`config.mk`:
```
export PLATFORM = sky130hd
export DESIGN_NAME = stove_remote_frame_transmitter_top
export DESIGN_NICKNAME = d
export VERILOG_FILES = /design/src/design/srft_pkg.sv /design/src/design/srft_cfg_regs.sv /design/src/design/srft_sequencer.sv /design/src/design/srft_out_buf.sv /design/src/design/stove_remote_frame_transmitter_top.sv
export SDC_FILE = /design/constraint.sdc
export NUM_CORES = 1
export LEC_CHECK = 0
export BUFFER_PORTS_ARGS = -buffer_cell sky130_fd_sc_hd__buf_4
export CAP_MARGIN = 20
export CELL_PAD_IN_SITES_DETAIL_PLACEMENT = 1
export CELL_PAD_IN_SITES_GLOBAL_PLACEMENT = 1
export CORE_MARGIN = 3
export CORE_UTILIZATION = 45
export DETAILED_ROUTE_END_ITERATION = 12
export GPL_TIMING_DRIVEN = 0
export PLACE_DENSITY_LB_ADDON = 0.1
export SLEW_MARGIN = 10
export SYNTH_ARGS = -nofsm -noshare
export SYNTH_HDL_FRONTEND = slang
export SYNTH_SLANG_ARGS = --single-unit
```
`constraint.sdc`:
```
create_clock -name clk -period 4 [get_ports clk]
set_clock_uncertainty 0.1 [all_clocks]
set_input_delay 0.2 -clock clk [delete_from_list [all_inputs] [get_ports clk]]
set_output_delay 0.2 -clock clk [all_outputs]
set_load 0.02 [all_outputs]
```
`src/design/srft_pkg.sv`:
```
// Shared types and constants for the stove remote frame transmitter.
// Holds the configuration bundle, result bundle, phase encoding and data word builders.
// No dependencies.
package srft_pkg;

	localparam int WORD_BITS   = 12;
	localparam int FRAME_WORDS = 7;
	localparam int ID_BITS     = 3 * WORD_BITS;
	localparam int DUR_BITS    = 16;
	localparam int RPT_BITS    = 8;
	localparam int CFG_DATA_W  = ID_BITS;
	localparam int CFG_IDX_W   = 3;
	localparam int BIT_IDX_W   = $clog2(WORD_BITS);
	localparam int WORD_IDX_W  = $clog2(FRAME_WORDS + 1);

	// configuration register indexes
	localparam logic [CFG_IDX_W-1:0] REG_TX_ID     = 3'd0;
	localparam logic [CFG_IDX_W-1:0] REG_CHECK_ONE = 3'd1;
	localparam logic [CFG_IDX_W-1:0] REG_CHECK_TWO = 3'd2;
	localparam logic [CFG_IDX_W-1:0] REG_HALF_BIT  = 3'd3;
	localparam logic [CFG_IDX_W-1:0] REG_WORD_GAP  = 3'd4;
	localparam logic [CFG_IDX_W-1:0] REG_MSG_GAP   = 3'd5;
	localparam logic [CFG_IDX_W-1:0] REG_REPEAT    = 3'd6;

	// register reset values
	localparam logic [ID_BITS-1:0]   RST_TX_ID     = 36'h97D999813;
	localparam logic [WORD_BITS-1:0] RST_CHECK_ONE = 12'hCA9;
	localparam logic [WORD_BITS-1:0] RST_CHECK_TWO = 12'hAEB;
	localparam logic [DUR_BITS-1:0]  RST_HALF_BIT  = 16'd390;
	localparam logic [DUR_BITS-1:0]  RST_WORD_GAP  = 16'd860;
	localparam logic [DUR_BITS-1:0]  RST_MSG_GAP   = 16'd5080;
	localparam logic [RPT_BITS-1:0]  RST_REPEAT    = 8'd5;

	// position of each word within a frame
	localparam logic [WORD_IDX_W-1:0] WPOS_ID_ONE    = 3'd0;
	localparam logic [WORD_IDX_W-1:0] WPOS_ID_TWO    = 3'd1;
	localparam logic [WORD_IDX_W-1:0] WPOS_ID_THREE  = 3'd2;
	localparam logic [WORD_IDX_W-1:0] WPOS_DATA_ONE  = 3'd3;
	localparam logic [WORD_IDX_W-1:0] WPOS_CHECK_ONE = 3'd4;
	localparam logic [WORD_IDX_W-1:0] WPOS_DATA_TWO  = 3'd5;
	localparam logic [WORD_IDX_W-1:0] WPOS_CHECK_TWO = 3'd6;

	localparam logic OP_TICK = 1'b0;
	localparam logic OP_SEND = 1'b1;

	typedef enum logic [3:0] {
		PH_IDLE = 4'b0001,
		PH_WGAP = 4'b0010,
		PH_BITS = 4'b0100,
		PH_MGAP = 4'b1000
	} phase_t;

	typedef struct packed {
		logic [ID_BITS-1:0]   tx_id;
		logic [WORD_BITS-1:0] check_one;
		logic [WORD_BITS-1:0] check_two;
		logic [DUR_BITS-1:0]  half_bit;
		logic [DUR_BITS-1:0]  word_gap;
		logic [DUR_BITS-1:0]  msg_gap;
		logic [RPT_BITS-1:0]  repeat_cnt;
	} cfg_t;

	typedef struct packed {
		logic line_level;
		logic busy_res;
		logic sequence_done;
	} res_t;

	// ten leading bits, then a parity bit set on an even ones count, then a closing one
	function automatic logic [WORD_BITS-1:0] close_word(input logic [9:0] lead);
		close_word = {lead, ~^lead, 1'b1};
	endfunction

	function automatic logic [WORD_BITS-1:0] data_word_one(
		input logic [2:0] cmd, input logic [2:0] pw, input logic [2:0] fan);
		data_word_one = close_word({1'b1, fan, pw, cmd});
	endfunction

	function automatic logic [WORD_BITS-1:0] data_word_two(
		input logic [2:0] cmd, input logic [2:0] pw, input logic [2:0] fan);
		logic [9:0] lead;
		lead = {1'b1,
			fan[2] ^ fan[1] ^ pw[0],
			~(fan[1] ^ fan[0]),
			~((~fan[0]) ^ pw[2] ^ cmd[1]),
			~pw[2],
			fan[2] ^ pw[1],
			fan[1] ^ pw[0],
			~fan[0],
			~(pw[2] ^ cmd[1]),
			1'b0};
		data_word_two = close_word(lead);
	endfunction

endpackage

```
`src/design/srft_cfg_regs.sv`:
```
// Configuration register file of the stove remote frame transmitter.
// Depends on srft_pkg for register indexes, reset values and the cfg_t bundle.
module srft_cfg_regs
	import srft_pkg::*;
(
	input  logic                  clk,
	input  logic                  arst_n,
	input  logic                  cfg_wr_en,
	input  logic [CFG_IDX_W-1:0]  cfg_index,
	input  logic [CFG_DATA_W-1:0] cfg_data,
	output cfg_t                  cfg
);

	cfg_t cfg_q;

	always_ff @(posedge clk or negedge arst_n) begin
		if (!arst_n) begin
			cfg_q.tx_id      <= RST_TX_ID;
			cfg_q.check_one  <= RST_CHECK_ONE;
			cfg_q.check_two  <= RST_CHECK_TWO;
			cfg_q.half_bit   <= RST_HALF_BIT;
			cfg_q.word_gap   <= RST_WORD_GAP;
			cfg_q.msg_gap    <= RST_MSG_GAP;
			cfg_q.repeat_cnt <= RST_REPEAT;
		end else if (cfg_wr_en) begin
			case (cfg_index)
				REG_TX_ID:     cfg_q.tx_id      <= cfg_data;
				REG_CHECK_ONE: cfg_q.check_one  <= cfg_data[WORD_BITS-1:0];
				REG_CHECK_TWO: cfg_q.check_two  <= cfg_data[WORD_BITS-1:0];
				REG_HALF_BIT:  cfg_q.half_bit   <= cfg_data[DUR_BITS-1:0];
				REG_WORD_GAP:  cfg_q.word_gap   <= cfg_data[DUR_BITS-1:0];
				REG_MSG_GAP:   cfg_q.msg_gap    <= cfg_data[DUR_BITS-1:0];
				REG_REPEAT:    cfg_q.repeat_cnt <= cfg_data[RPT_BITS-1:0];
				default: ;
			endcase
		end
	end

	assign cfg = cfg_q;

endmodule

```
`src/design/srft_sequencer.sv`:
```
// Frame sequencer: phase, word, bit and tick counters, and the line level of each item.
// Depends on srft_pkg for phase encoding, word builders and the cfg_t / res_t bundles.
module srft_sequencer
	import srft_pkg::*;
#(
	parameter int TIMER_WIDTH = 16
) (
	input  logic       clk,
	input  logic       arst_n,
	input  logic       accept,
	input  logic       opcode,
	input  logic [2:0] command,
	input  logic [2:0] power_level,
	input  logic [2:0] fan_level,
	input  cfg_t       cfg,
	output res_t       res
);

	phase_t                  phase_q, phase_nx;
	logic [RPT_BITS-1:0]     rep_q, rep_nx;
	logic [WORD_IDX_W-1:0]   word_q, word_nx, word_inc;
	logic [BIT_IDX_W-1:0]    bit_q, bit_nx, bit_inc, bit_sel;
	logic                    half_q, half_nx;
	logic [TIMER_WIDTH-1:0]  cnt_q, cnt_nx, cnt_inc, limit, lim_raw;
	logic [WORD_BITS-1:0]    dw1_q, dw2_q, cur_word;
	logic [BIT_IDX_W-1:0]    bit_pos;
	logic                    cur_lvl, load;

	always_comb begin
		case (word_q)
			WPOS_ID_ONE:    cur_word = cfg.tx_id[ID_BITS-1 -: WORD_BITS];
			WPOS_ID_TWO:    cur_word = cfg.tx_id[2*WORD_BITS-1 -: WORD_BITS];
			WPOS_ID_THREE:  cur_word = cfg.tx_id[WORD_BITS-1:0];
			WPOS_DATA_ONE:  cur_word = dw1_q;
			WPOS_CHECK_ONE: cur_word = cfg.check_one;
			WPOS_DATA_TWO:  cur_word = dw2_q;
			WPOS_CHECK_TWO: cur_word = cfg.check_two;
			default:        cur_word = '0;
		endcase
	end

	// clamp the bit index and pick MSB first
	assign bit_sel = (bit_q < BIT_IDX_W'(WORD_BITS)) ? bit_q : BIT_IDX_W'(WORD_BITS - 1);
	assign bit_pos = BIT_IDX_W'(WORD_BITS - 1) - bit_sel;

	always_comb begin
		case (phase_q)
			PH_WGAP: cur_lvl = 1'b1;
			PH_BITS: cur_lvl = cur_word[bit_pos] ^ half_q;
			default: cur_lvl = 1'b0;
		endcase
	end

	always_comb begin
		case (phase_q)
			PH_WGAP: lim_raw = TIMER_WIDTH'(cfg.word_gap);
			PH_BITS: lim_raw = TIMER_WIDTH'(cfg.half_bit);
			default: lim_raw = TIMER_WIDTH'(cfg.msg_gap);
		endcase
		limit = (lim_raw == '0) ? TIMER_WIDTH'(1) : lim_raw;
	end

	assign cnt_inc  = cnt_q + TIMER_WIDTH'(1);
	assign bit_inc  = bit_q + BIT_IDX_W'(1);
	assign word_inc = word_q + WORD_IDX_W'(1);

	always_comb begin
		phase_nx = phase_q;
		rep_nx   = rep_q;
		word_nx  = word_q;
		bit_nx   = bit_q;
		half_nx  = half_q;
		cnt_nx   = cnt_q;
		load     = 1'b0;
		res      = '0;
		if (opcode == OP_SEND) begin
			res.busy_res = 1'b1;
			if (phase_q == PH_IDLE) begin
				load     = 1'b1;
				rep_nx   = (cfg.repeat_cnt == '0) ? RPT_BITS'(1) : cfg.repeat_cnt;
				word_nx  = '0;
				bit_nx   = '0;
				half_nx  = 1'b0;
				cnt_nx   = '0;
				phase_nx = PH_WGAP;
				// the word gap comes first
				res.line_level = 1'b1;
			end else begin
				res.line_level = cur_lvl;
			end
		end else if (phase_q != PH_IDLE) begin
			res.busy_res   = 1'b1;
			res.line_level = cur_lvl;
			if (cnt_inc >= limit || cnt_inc == '0) begin
				cnt_nx = '0;
				case (phase_q)
					PH_WGAP: begin
						phase_nx = PH_BITS;
						bit_nx   = '0;
						half_nx  = 1'b0;
					end
					PH_BITS: begin
						if (!half_q) begin
							half_nx = 1'b1;
						end else begin
							half_nx = 1'b0;
							bit_nx  = bit_inc;
							if (bit_inc >= BIT_IDX_W'(WORD_BITS)) begin
								bit_nx   = '0;
								word_nx  = word_inc;
								phase_nx = (word_inc >= WORD_IDX_W'(FRAME_WORDS)) ?
									PH_MGAP : PH_WGAP;
							end
						end
					end
					default: begin
						rep_nx  = rep_q - RPT_BITS'(1);
						word_nx = '0;
						if (rep_q == RPT_BITS'(1)) begin
							phase_nx          = PH_IDLE;
							res.sequence_done = 1'b1;
						end else begin
							phase_nx = PH_WGAP;
						end
					end
				endcase
			end else begin
				cnt_nx = cnt_inc;
			end
		end
	end

	always_ff @(posedge clk or negedge arst_n) begin
		if (!arst_n) begin
			phase_q <= PH_IDLE;
			rep_q   <= '0;
			word_q  <= '0;
			bit_q   <= '0;
			half_q  <= 1'b0;
			cnt_q   <= '0;
		end else if (accept) begin
			phase_q <= phase_nx;
			rep_q   <= rep_nx;
			word_q  <= word_nx;
			bit_q   <= bit_nx;
			half_q  <= half_nx;
			cnt_q   <= cnt_nx;
		end
	end

	// latch the data words on a request taken while idle
	always_ff @(posedge clk) begin
		if (accept && load) begin
			dw1_q <= data_word_one(command, power_level, fan_level);
			dw2_q <= data_word_two(command, power_level, fan_level);
		end
	end

endmodule

```
`src/design/srft_out_buf.sv`:
```
// Two-entry result buffer between the sequencer and the output channel.
// Depends on srft_pkg for the res_t bundle.
module srft_out_buf
	import srft_pkg::*;
(
	input  logic clk,
	input  logic arst_n,
	input  logic push,
	input  res_t push_data,
	output logic can_push,
	output logic out_valid,
	input  logic out_ready,
	output res_t head
);

	res_t        d0_q, d1_q;
	logic [1:0]  cnt_q;
	logic        pop;

	assign can_push  = (cnt_q != 2'd2);
	assign out_valid = (cnt_q != 2'd0);
	assign pop       = out_valid && out_ready;
	assign head      = d0_q;

	always_ff @(posedge clk or negedge arst_n) begin
		if (!arst_n) begin
			cnt_q <= 2'd0;
		end else begin
			case ({push, pop})
				2'b10:   cnt_q <= cnt_q + 2'd1;
				2'b01:   cnt_q <= cnt_q - 2'd1;
				default: cnt_q <= cnt_q;
			endcase
		end
	end

	always_ff @(posedge clk) begin
		case ({push, pop})
			2'b10: begin
				if (cnt_q == 2'd0) begin
					d0_q <= push_data;
				end else begin
					d1_q <= push_data;
				end
			end
			2'b01: d0_q <= d1_q;
			// push with pop only happens with one entry held
			2'b11: d0_q <= push_data;
			default: ;
		endcase
	end

endmodule

```
`src/design/stove_remote_frame_transmitter_top.sv`:
```
// Top level of the stove remote frame transmitter.
// Instantiates srft_cfg_regs, srft_sequencer and srft_out_buf; uses srft_pkg.
//
// Each input item is either a one-microsecond tick or a send request, and each
// gives exactly one result: the line level for that tick, a busy flag and a done
// flag on the tick that ends the last repeat. One item is taken every clock while
// the two-entry buffer has room: the sequencer state advances on each transfer and
// its result goes into the buffer, so input stays open while one result waits.
// Requests while a sequence runs are ignored. Register writes take effect at once.
module stove_remote_frame_transmitter_top
	import srft_pkg::*;
#(
	parameter int TIMER_WIDTH = 16
) (
	input  logic                  clk,
	input  logic                  arst_n,
	input  logic                  cfg_wr_en,
	input  logic [CFG_IDX_W-1:0]  cfg_index,
	input  logic [CFG_DATA_W-1:0] cfg_data,
	input  logic                  in_valid,
	output logic                  in_ready,
	input  logic                  opcode,
	input  logic [2:0]            command,
	input  logic [2:0]            power_level,
	input  logic [2:0]            fan_level,
	output logic                  out_valid,
	input  logic                  out_ready,
	output logic                  line_level,
	output logic                  busy_res,
	output logic                  sequence_done
);

	cfg_t cfg;
	res_t res, head;
	logic accept;

	assign accept = in_valid && in_ready;

	srft_cfg_regs u_cfg (
		.clk       (clk),
		.arst_n    (arst_n),
		.cfg_wr_en (cfg_wr_en),
		.cfg_index (cfg_index),
		.cfg_data  (cfg_data),
		.cfg       (cfg)
	);

	srft_sequencer #(
		.TIMER_WIDTH (TIMER_WIDTH)
	) u_seq (
		.clk         (clk),
		.arst_n      (arst_n),
		.accept      (accept),
		.opcode      (opcode),
		.command     (command),
		.power_level (power_level),
		.fan_level   (fan_level),
		.cfg         (cfg),
		.res         (res)
	);

	srft_out_buf u_obuf (
		.clk       (clk),
		.arst_n    (arst_n),
		.push      (accept),
		.push_data (res),
		.can_push  (in_ready),
		.out_valid (out_valid),
		.out_ready (out_ready),
		.head      (head)
	);

	assign line_level    = head.line_level;
	assign busy_res      = head.busy_res;
	assign sequence_done = head.sequence_done;

endmodule
```
* Yosys cells after proc, flatten, opt, wreduce, memory -nomap -nowiden
Index checks and enable logic that the tools add are counted.
Word-level totals: output and inout bits 5, input bits 54, logic and storage cells 168, RAM bits 0, bits in latches 0, memories kept 0, register bits 179, bits in read-only memories 0
Cells by class: muxes and demuxes 58, multiply operators 0, eq/ne operators 27, divide/modulo/power cells 0, bitwise gates (word level) 15, add/sub/neg operators 7, shifts and indexed selects 0, reduce and logical (&&, ||, !) cells 34, magnitude comparators 5
Operators by type and width (count):
- case mux 12 bit (7 select lines) | 1
- 2-to-1 mux 16 bit | 5
- 2-to-1 mux 4 bit | 14
- 2-to-1 mux 8 bit | 6
- zero test 16 bit | 2
- case mux 16 bit (2 select lines) | 1
- 2-to-1 mux 3 bit | 8
- XNOR reduction 10 bit | 2
- == test 3 bit, second input constant | 6
- AND reduction 2 bit | 9
- adder 16 x 1 -> 16 bit, second input constant | 1
- greater-or-equal comparator 16 bit | 1
- case mux 4 bit (2 select lines) | 2
- 2-to-1 mux 1 bit | 13
- == test 3 x 2 -> 1 bit, second input constant | 4
- AND reduction 6 bit | 2
- AND reduction 5 bit | 2
- case mux 3 bit (3 select lines) | 1
- bitwise XOR 1 bit | 9
- == test 8 x 1 -> 1 bit, second input constant | 1
- zero test 8 bit | 1
- nonzero test 2 bit | 4
- subtractor 8 x 1 -> 8 bit, second input constant | 1
- AND reduction 7 bit | 1
- other kinds (32) | 49

* Depth between registers and ports, before layout
word-level depth 11, gate-level depth with buffers 18, mapped depth without buffers 15

* Hierarchy
Synthesis repeated with hierarchy kept, for this count alone.
Second synthesis, totals: cells, all modules 813, area total of the unflattened synthesis 9614.2 um^2
Modules (own cells, without submodules):
- srft_sequencer | cells each 535, area each 4825.9 um^2, sequential area each 1472.7 um^2, instances 1
- srft_cfg_regs | cells each 252, area each 4425.5 um^2, sequential area each 2966.6 um^2, instances 1
- srft_out_buf | cells each 25, area each 356.6 um^2, sequential area each 230.2 um^2, instances 1
- stove_remote_frame_transmitter_top | cells each 1, area each 6.3 um^2, sequential area each 0.0 um^2, instances 1

* Least setup slack after synthesis
No wires, ideal clock.
path type register -> register, start reg u_seq.phase_q[3], end reg u_obuf.d0_q, in the netlist u_obuf.head[0], data pin, setup time 0.293 ns, data required time 3.607 ns, path slack 0.093 ns, path buffers 2, stages on the path, launching flop included 17, period minus slack after synthesis 3.907 ns, data arrival time 3.514 ns, path through dfrtp_1 nor4b_1 nor2_1 clkbuf_1 a21oi_1 nand4_1 nor4_1 a211o_1 ha_1 nor3b_1 o21ai_0 a221oi_1 o21ai_0 a41o_2 buf_6 nand3_1 o41ai_2
On the way: cells in the longest elaborated chain, start to end 11, elaborated cells on any way between the ends 15, classes of those cells 1 x order compare; 3 x eq/ne; 8 x mux; 3 x reduce/logical
RTL lines:
- start, declared | RTL line srft_sequencer.sv:19 | phase_t phase_q, phase_nx;
- start signal, assigned | RTL line srft_sequencer.sv:142 | phase_q <= phase_nx;
- == test 4 x 3 -> 1 bit or == test 4 x 2 -> 1 bit (tied branches) | RTL line srft_sequencer.sv:55, srft_sequencer.sv:96
- case mux 16 bit (2 select lines) | RTL line srft_sequencer.sv:55 | case (phase_q)
- zero test 16 bit | RTL line srft_sequencer.sv:60 | limit = (lim_raw == '0) ? TIMER_WIDTH'(1) : lim_raw;
- 2-to-1 mux 16 bit | RTL line srft_sequencer.sv:60
- greater-or-equal comparator 16 bit | RTL line srft_sequencer.sv:94 | if (cnt_inc >= limit || cnt_inc == '0) begin
- logical OR 1 bit | RTL line srft_sequencer.sv:94
- 2-to-1 mux 1 bit | RTL line srft_sequencer.sv:94
- 2-to-1 mux 3 bit * | RTL line srft_sequencer.sv:91 | end else if (phase_q != PH_IDLE) begin
- 2-to-1 mux 1 bit * | RTL line srft_sequencer.sv:76 | if (opcode == OP_SEND) begin
- 2-to-1 mux 3 bit | RTL line srft_out_buf.sv:40 | if (cnt_q == 2'd0) begin
- case mux 3 bit (3 select lines) * | RTL line srft_out_buf.sv:38 | case ({push, pop})
- end signal, assigned | RTL line srft_out_buf.sv:41 | d0_q <= push_data;
- end signal, assigned | RTL line srft_out_buf.sv:46 | 2'b01: d0_q <= d1_q;
- end signal, assigned | RTL line srft_out_buf.sv:48 | 2'b11: d0_q <= push_data;
- end, declared | RTL line srft_out_buf.sv:16 | res_t d0_q, d1_q;
Every way passes the cells marked *; elsewhere a longest branch is shown, timed or not. The select of a mux whose other input is x is not followed. A chain may end at the register's enable or synchronous reset.

* Worst setup path in the final report
start reg u_seq.phase_q[2], end reg u_seq.rep_q[2]
On the way: cells in the longest elaborated chain, start to end 8, elaborated cells on any way between the ends 15, classes of those cells 1 x order compare; 6 x eq/ne; 2 x mux; 6 x reduce/logical
RTL lines:
- == test 4 x 3 -> 1 bit or == test 4 x 2 -> 1 bit (tied branches) | RTL line srft_sequencer.sv:55, srft_sequencer.sv:96
- case mux 16 bit (2 select lines) | RTL line srft_sequencer.sv:55
- zero test 16 bit | RTL line srft_sequencer.sv:60
- 2-to-1 mux 16 bit | RTL line srft_sequencer.sv:60
- greater-or-equal comparator 16 bit | RTL line srft_sequencer.sv:94
- logical OR 1 bit | RTL line srft_sequencer.sv:94
- nonzero test 2 bit (no source line)
- AND reduction 5 bit (no source line) *
- end signal, assigned | RTL line srft_sequencer.sv:143 | rep_q <= rep_nx;
- end, declared | RTL line srft_sequencer.sv:20 | logic [RPT_BITS-1:0] rep_q, rep_nx;
Every way passes the cells marked *; elsewhere a longest branch is shown, timed or not.

==> flow_summary.rst <==
.. list-table::
   :header-rows: 1

   * - Metric
     - Value
   * - Outcome
     - finished, violations left
   * - Violated checks
     - setup timing
   * - Fraction of layout instances using a drive strength above 1
     - 0.3849
   * - Routed vias
     - 7324
   * - Mean instance size in the synthesized netlist
     - 11.80 sq um
   * - Multi-input gate area in the final layout
     - 4873 sq um
   * - Site row count
     - 52
   * - Die X
     - 151.2 um
   * - Number of DRC violations after detailed routing
     - 0
   * - Worst setup slack after layout
     - -330.9 ps
   * - Hold slack final
     - 24.51 ps
   * - Wire length after detailed routing
     - 28.65 mm
   * - Number of top-level pins
     - 59
   * - Crit start category
     - flip-flop
   * - Antenna violations before repair
     - 0
   * - FF+latch area
     - 4672 sq um
   * - Post-synthesis instance area
     - 9485 sq um
   * - Warning count from the yosys run
     - 0
   * - Detailed Place HPWL
     - 19.94 mm
   * - Die Ht
     - 151.2 um
   * - Number of instances in the synthesized netlist
     - 804
   * - Fraction of registers with async set/reset
     - 0.8603
   * - Number of design-rule violations left by the first detailed-router iteration
     - 428
   * - Vias in the first global route
     - 7803
   * - Critical path data arrival time
     - 4530 ps
   * - Reported leakage power
     - 4.911 nW
   * - Pwr dens
     - 584.7 nW/um^2
   * - Worst-path clk slew
     - 80 ps
   * - Path type of the worst min-delay path
     - in2reg
   * - Per-cell via count in the routed design
     - 5.974
   * - Clock Root Buffer
     - sky130_fd_sc_hd__clkbuf_16
   * - Placeable core region
     - 20490 sq um
   * - Maximum level of the CTS H-tree
     - 4
   * - Clock tree from TritonCTS
     - yes
   * - Post-layout nets
     - 1028
   * - Post-layout minimum cycle time
     - 4331 ps
   * - Number of distinct standard cells referenced by the synthesized netlist
     - 77
   * - Initial core utilization
     - 0.4628
   * - Total iterations of the first detailed-routing run
     - 5
   * - Fin. max-slew vios
     - 0
   * - Sum Neg Setup Slack
     - -8834 ps
   * - RSZ-0062 raised after global routing
     - true
   * - Post-synthesis sequential area ratio
     - 0.4923
   * - Synth Flop Type
     - sky130_fd_sc_hd__dfrtp_1
   * - Final antenna diode count
     - 0
   * - CP max FO
     - 6
   * - Clock buffers created by TritonCTS
     - 17
   * - Maximum number of pins on one net before global-route repair
     - 92
   * - Slew margin rel.
     - 0.3441
   * - Total nets after synthesis
     - 889
   * - Drt wl/cell
     - 23.36 um
   * - VDD IR-drop max
     - 0.3317 mV
   * - Area growth, synth to finish
     - 25.63%
   * - Die outline area
     - 22860 sq um
   * - Number of violations of the max-capacitance limit
     - 0
   * - Number of register bits inferred by synthesis
     - 179
   * - Number of buffer cells added on primary ports
     - 56
   * - Global-route wire length before repair
     - 44.79 mm
   * - Number of cells in the finished layout apart from fillers
     - 1226
   * - Later-pin clock latency in the skew report
     - 440 ps
   * - Crit. End Element
     - flip-flop
   * - GRT overflow
     - 0
   * - Total setup violations reported at the end of the flow
     - 38
   * - Highest clock rate
     - 230.9 MHz
   * - Global-route usage over all layers
     - 0.2570
   * - Number of placed cells counting well taps
     - 1132
   * - Count of clock tree sinks
     - 179
   * - Req. time, crit path
     - 4200 ps
   * - DRT antenna net count
     - 0
   * - Crit path kind
     - reg2reg
   * - Slew of the pin with the lowest slew margin
     - 983.9 ps
   * - Clock Tree Buf Depth
     - 2
   * - Fillcell total
     - 2076
   * - Final number of hold-violating endpoints
     - 0
   * - Number of flops mapped to enable cells by yosys
     - 25
   * - Fraction of the cycle the final worst path needs
     - 1.083
   * - RePlAce Congestion
     - 0.8479
final cells by class:
class | count | area share
Tap cell | 270 | 0.02835
Clock inverter | 13 | 0.01197
Clock buffer | 19 | 0.03664
Timing Repair Buffer | 120 | 0.08788
Multi-Input combinational cell | 553 | 0.4090
Inverter | 23 | 0.007245
Sequential cell | 179 | 0.3921
Buffer | 49 | 0.02688
critical path, cell delays in order (launching register included):
cell                        delay, ps
sky130_fd_sc_hd__dfrtp_1          380
sky130_fd_sc_hd__buf_4            150
sky130_fd_sc_hd__nor4b_4          490
sky130_fd_sc_hd__nor2_4           110
sky130_fd_sc_hd__clkbuf_16        200
sky130_fd_sc_hd__a21oi_4          190
sky130_fd_sc_hd__nand4_1          170
sky130_fd_sc_hd__nor4_4           360
sky130_fd_sc_hd__a211o_1          220
sky130_fd_sc_hd__ha_4             220
sky130_fd_sc_hd__nor3b_2          180
sky130_fd_sc_hd__o21ai_1          100
sky130_fd_sc_hd__a221oi_2         350
sky130_fd_sc_hd__o21ai_4          150
sky130_fd_sc_hd__a41o_4           310
sky130_fd_sc_hd__a311oi_1         390
sky130_fd_sc_hd__nor3_1           110
registers in the layout, indices dropped and copies added, names as in the netlist:
register       cells
u_cfg.cfg        116
u_seq.cnt_q       16
u_seq.dw1_q       10
u_seq.dw2_q        9
u_seq.rep_q        8
u_seq.bit_q        4
u_seq.phase_q      4
u_obuf.d1_q        3
u_obuf.head        3
u_seq.word_q       3
u_obuf.cnt_q       2
u_seq.half_q       1
path summary, 6_finish.rpt:
path / startpoint / end / slack, ps / cells after the start
max reg2reg: u_seq.phase_q[2] / u_seq.rep_q[2] / -330 / 16
max in group asynchronous: arst_n / u_cfg.cfg[61] / 2760 / 3
min: cfg_data[7] / u_cfg.cfg[15] / 20 / 2
min reg2reg: u_obuf.cnt_q[1] / u_obuf.cnt_q[1] / 400 / 1
max: u_seq.phase_q[2] / u_seq.rep_q[2] / -330 / 16
min in group asynchronous: arst_n / u_seq.cnt_q[13] / 170 / 2
metrics by stage:
step / area [sq um] / util / total power [W] / setup slack, ps
after CTS: 11760 / 0.5740 / 0.006888 / -225.8
after global routing: 11920 / 0.5814 / 0.007344 / -424.9
after detailed placement: 10300 / 0.5027 / 0.004829 / -1714
after floorplan: 9485 / - / 0.004030 / 92.87
final: 11920 / 0.5814 / 0.006968 / -330.9
after global placement: 10240 / 0.4998 / 0.004689 / -2069
logic make-up after synthesis:
| kind of cell | share of synthesized area |
|---|---|
| and+or+nand+nor | 0.1134 |
| DFF | 0.4923 |
| AOI/OAI and AO/OA | 0.1206 |
| muxes | 0.1741 |
| buffers and inverters | 0.03192 |
| adders and majority gates | 0.04089 |
| xor gates and xnor gates | 0.02678 |
timing repair:
item | 4_1_cts | 5_1_grt
gates resized for setup | 67 | 24
hold buffers | 44 | 0
setup buffers | 15 | 7
gates cloned | 1 | 0
pin swaps | 19 | 11
setup endpoints to repair | 38 | 38
endpoints found under the hold margin | 164 | 0
cell usage after synthesis (16+ instances only):
cell type,count,area share
sky130_fd_sc_hd__a21oi_1,29,0.015
sky130_fd_sc_hd__nand3_1,23,0.012
sky130_fd_sc_hd__xnor2_1,18,0.017
sky130_fd_sc_hd__nor2_1,25,0.0099
sky130_fd_sc_hd__nand2_1,60,0.024
sky130_fd_sc_hd__clkbuf_1,36,0.014
sky130_fd_sc_hd__nor3_1,16,0.0084
sky130_fd_sc_hd__edfxtp_1,25,0.079
sky130_fd_sc_hd__nand4_1,17,0.011
sky130_fd_sc_hd__inv_1,22,0.0087
sky130_fd_sc_hd__dfstp_2,52,0.14
sky130_fd_sc_hd__mux2_2,136,0.16
sky130_fd_sc_hd__dfrtp_1,102,0.27
sky130_fd_sc_hd__a22o_1,22,0.020
sky130_fd_sc_hd__ha_1,31,0.041
cell usage in the layout (no fill, tap or decap), types with 9 or more instances in the layout:
master	n
sky130_fd_sc_hd__a21oi_1	17
sky130_fd_sc_hd__xnor2_1	18
sky130_fd_sc_hd__nor3_1	14
sky130_fd_sc_hd__mux2i_1	12
sky130_fd_sc_hd__edfxtp_1	25
sky130_fd_sc_hd__o21ai_0	9
sky130_fd_sc_hd__nand3_1	19
sky130_fd_sc_hd__inv_1	22
sky130_fd_sc_hd__nor2_1	24
sky130_fd_sc_hd__dlygate4sd3_1	44
sky130_fd_sc_hd__ha_1	30
sky130_fd_sc_hd__xor2_1	11
sky130_fd_sc_hd__nor4_1	11
sky130_fd_sc_hd__buf_4	71
sky130_fd_sc_hd__nand2_1	59
sky130_fd_sc_hd__dfstp_2	52
sky130_fd_sc_hd__mux2_2	136
sky130_fd_sc_hd__a22o_1	19
sky130_fd_sc_hd__clkbuf_16	20
sky130_fd_sc_hd__dfrtp_1	100
sky130_fd_sc_hd__clkbuf_1	31
sky130_fd_sc_hd__nand4_1	17
where the power goes:
group	switching [W]	internal, W
combinational	0.00148	0.00122
sequential	0.000310	0.00231
clock	0.000813	0.000838
metal layers:
layer / routed length [um] / vias to the layer above / GRT usage
met2: 14830 / 136 / 0.4439
li1: - / 3328 / -
met1: 12420 / 3820 / 0.3339
met4: 582 / 0 / 0.07661
met5: 0 / - / 0
met3: 807 / 40 / 0.04010
Power figures use the tool's default switching activity.
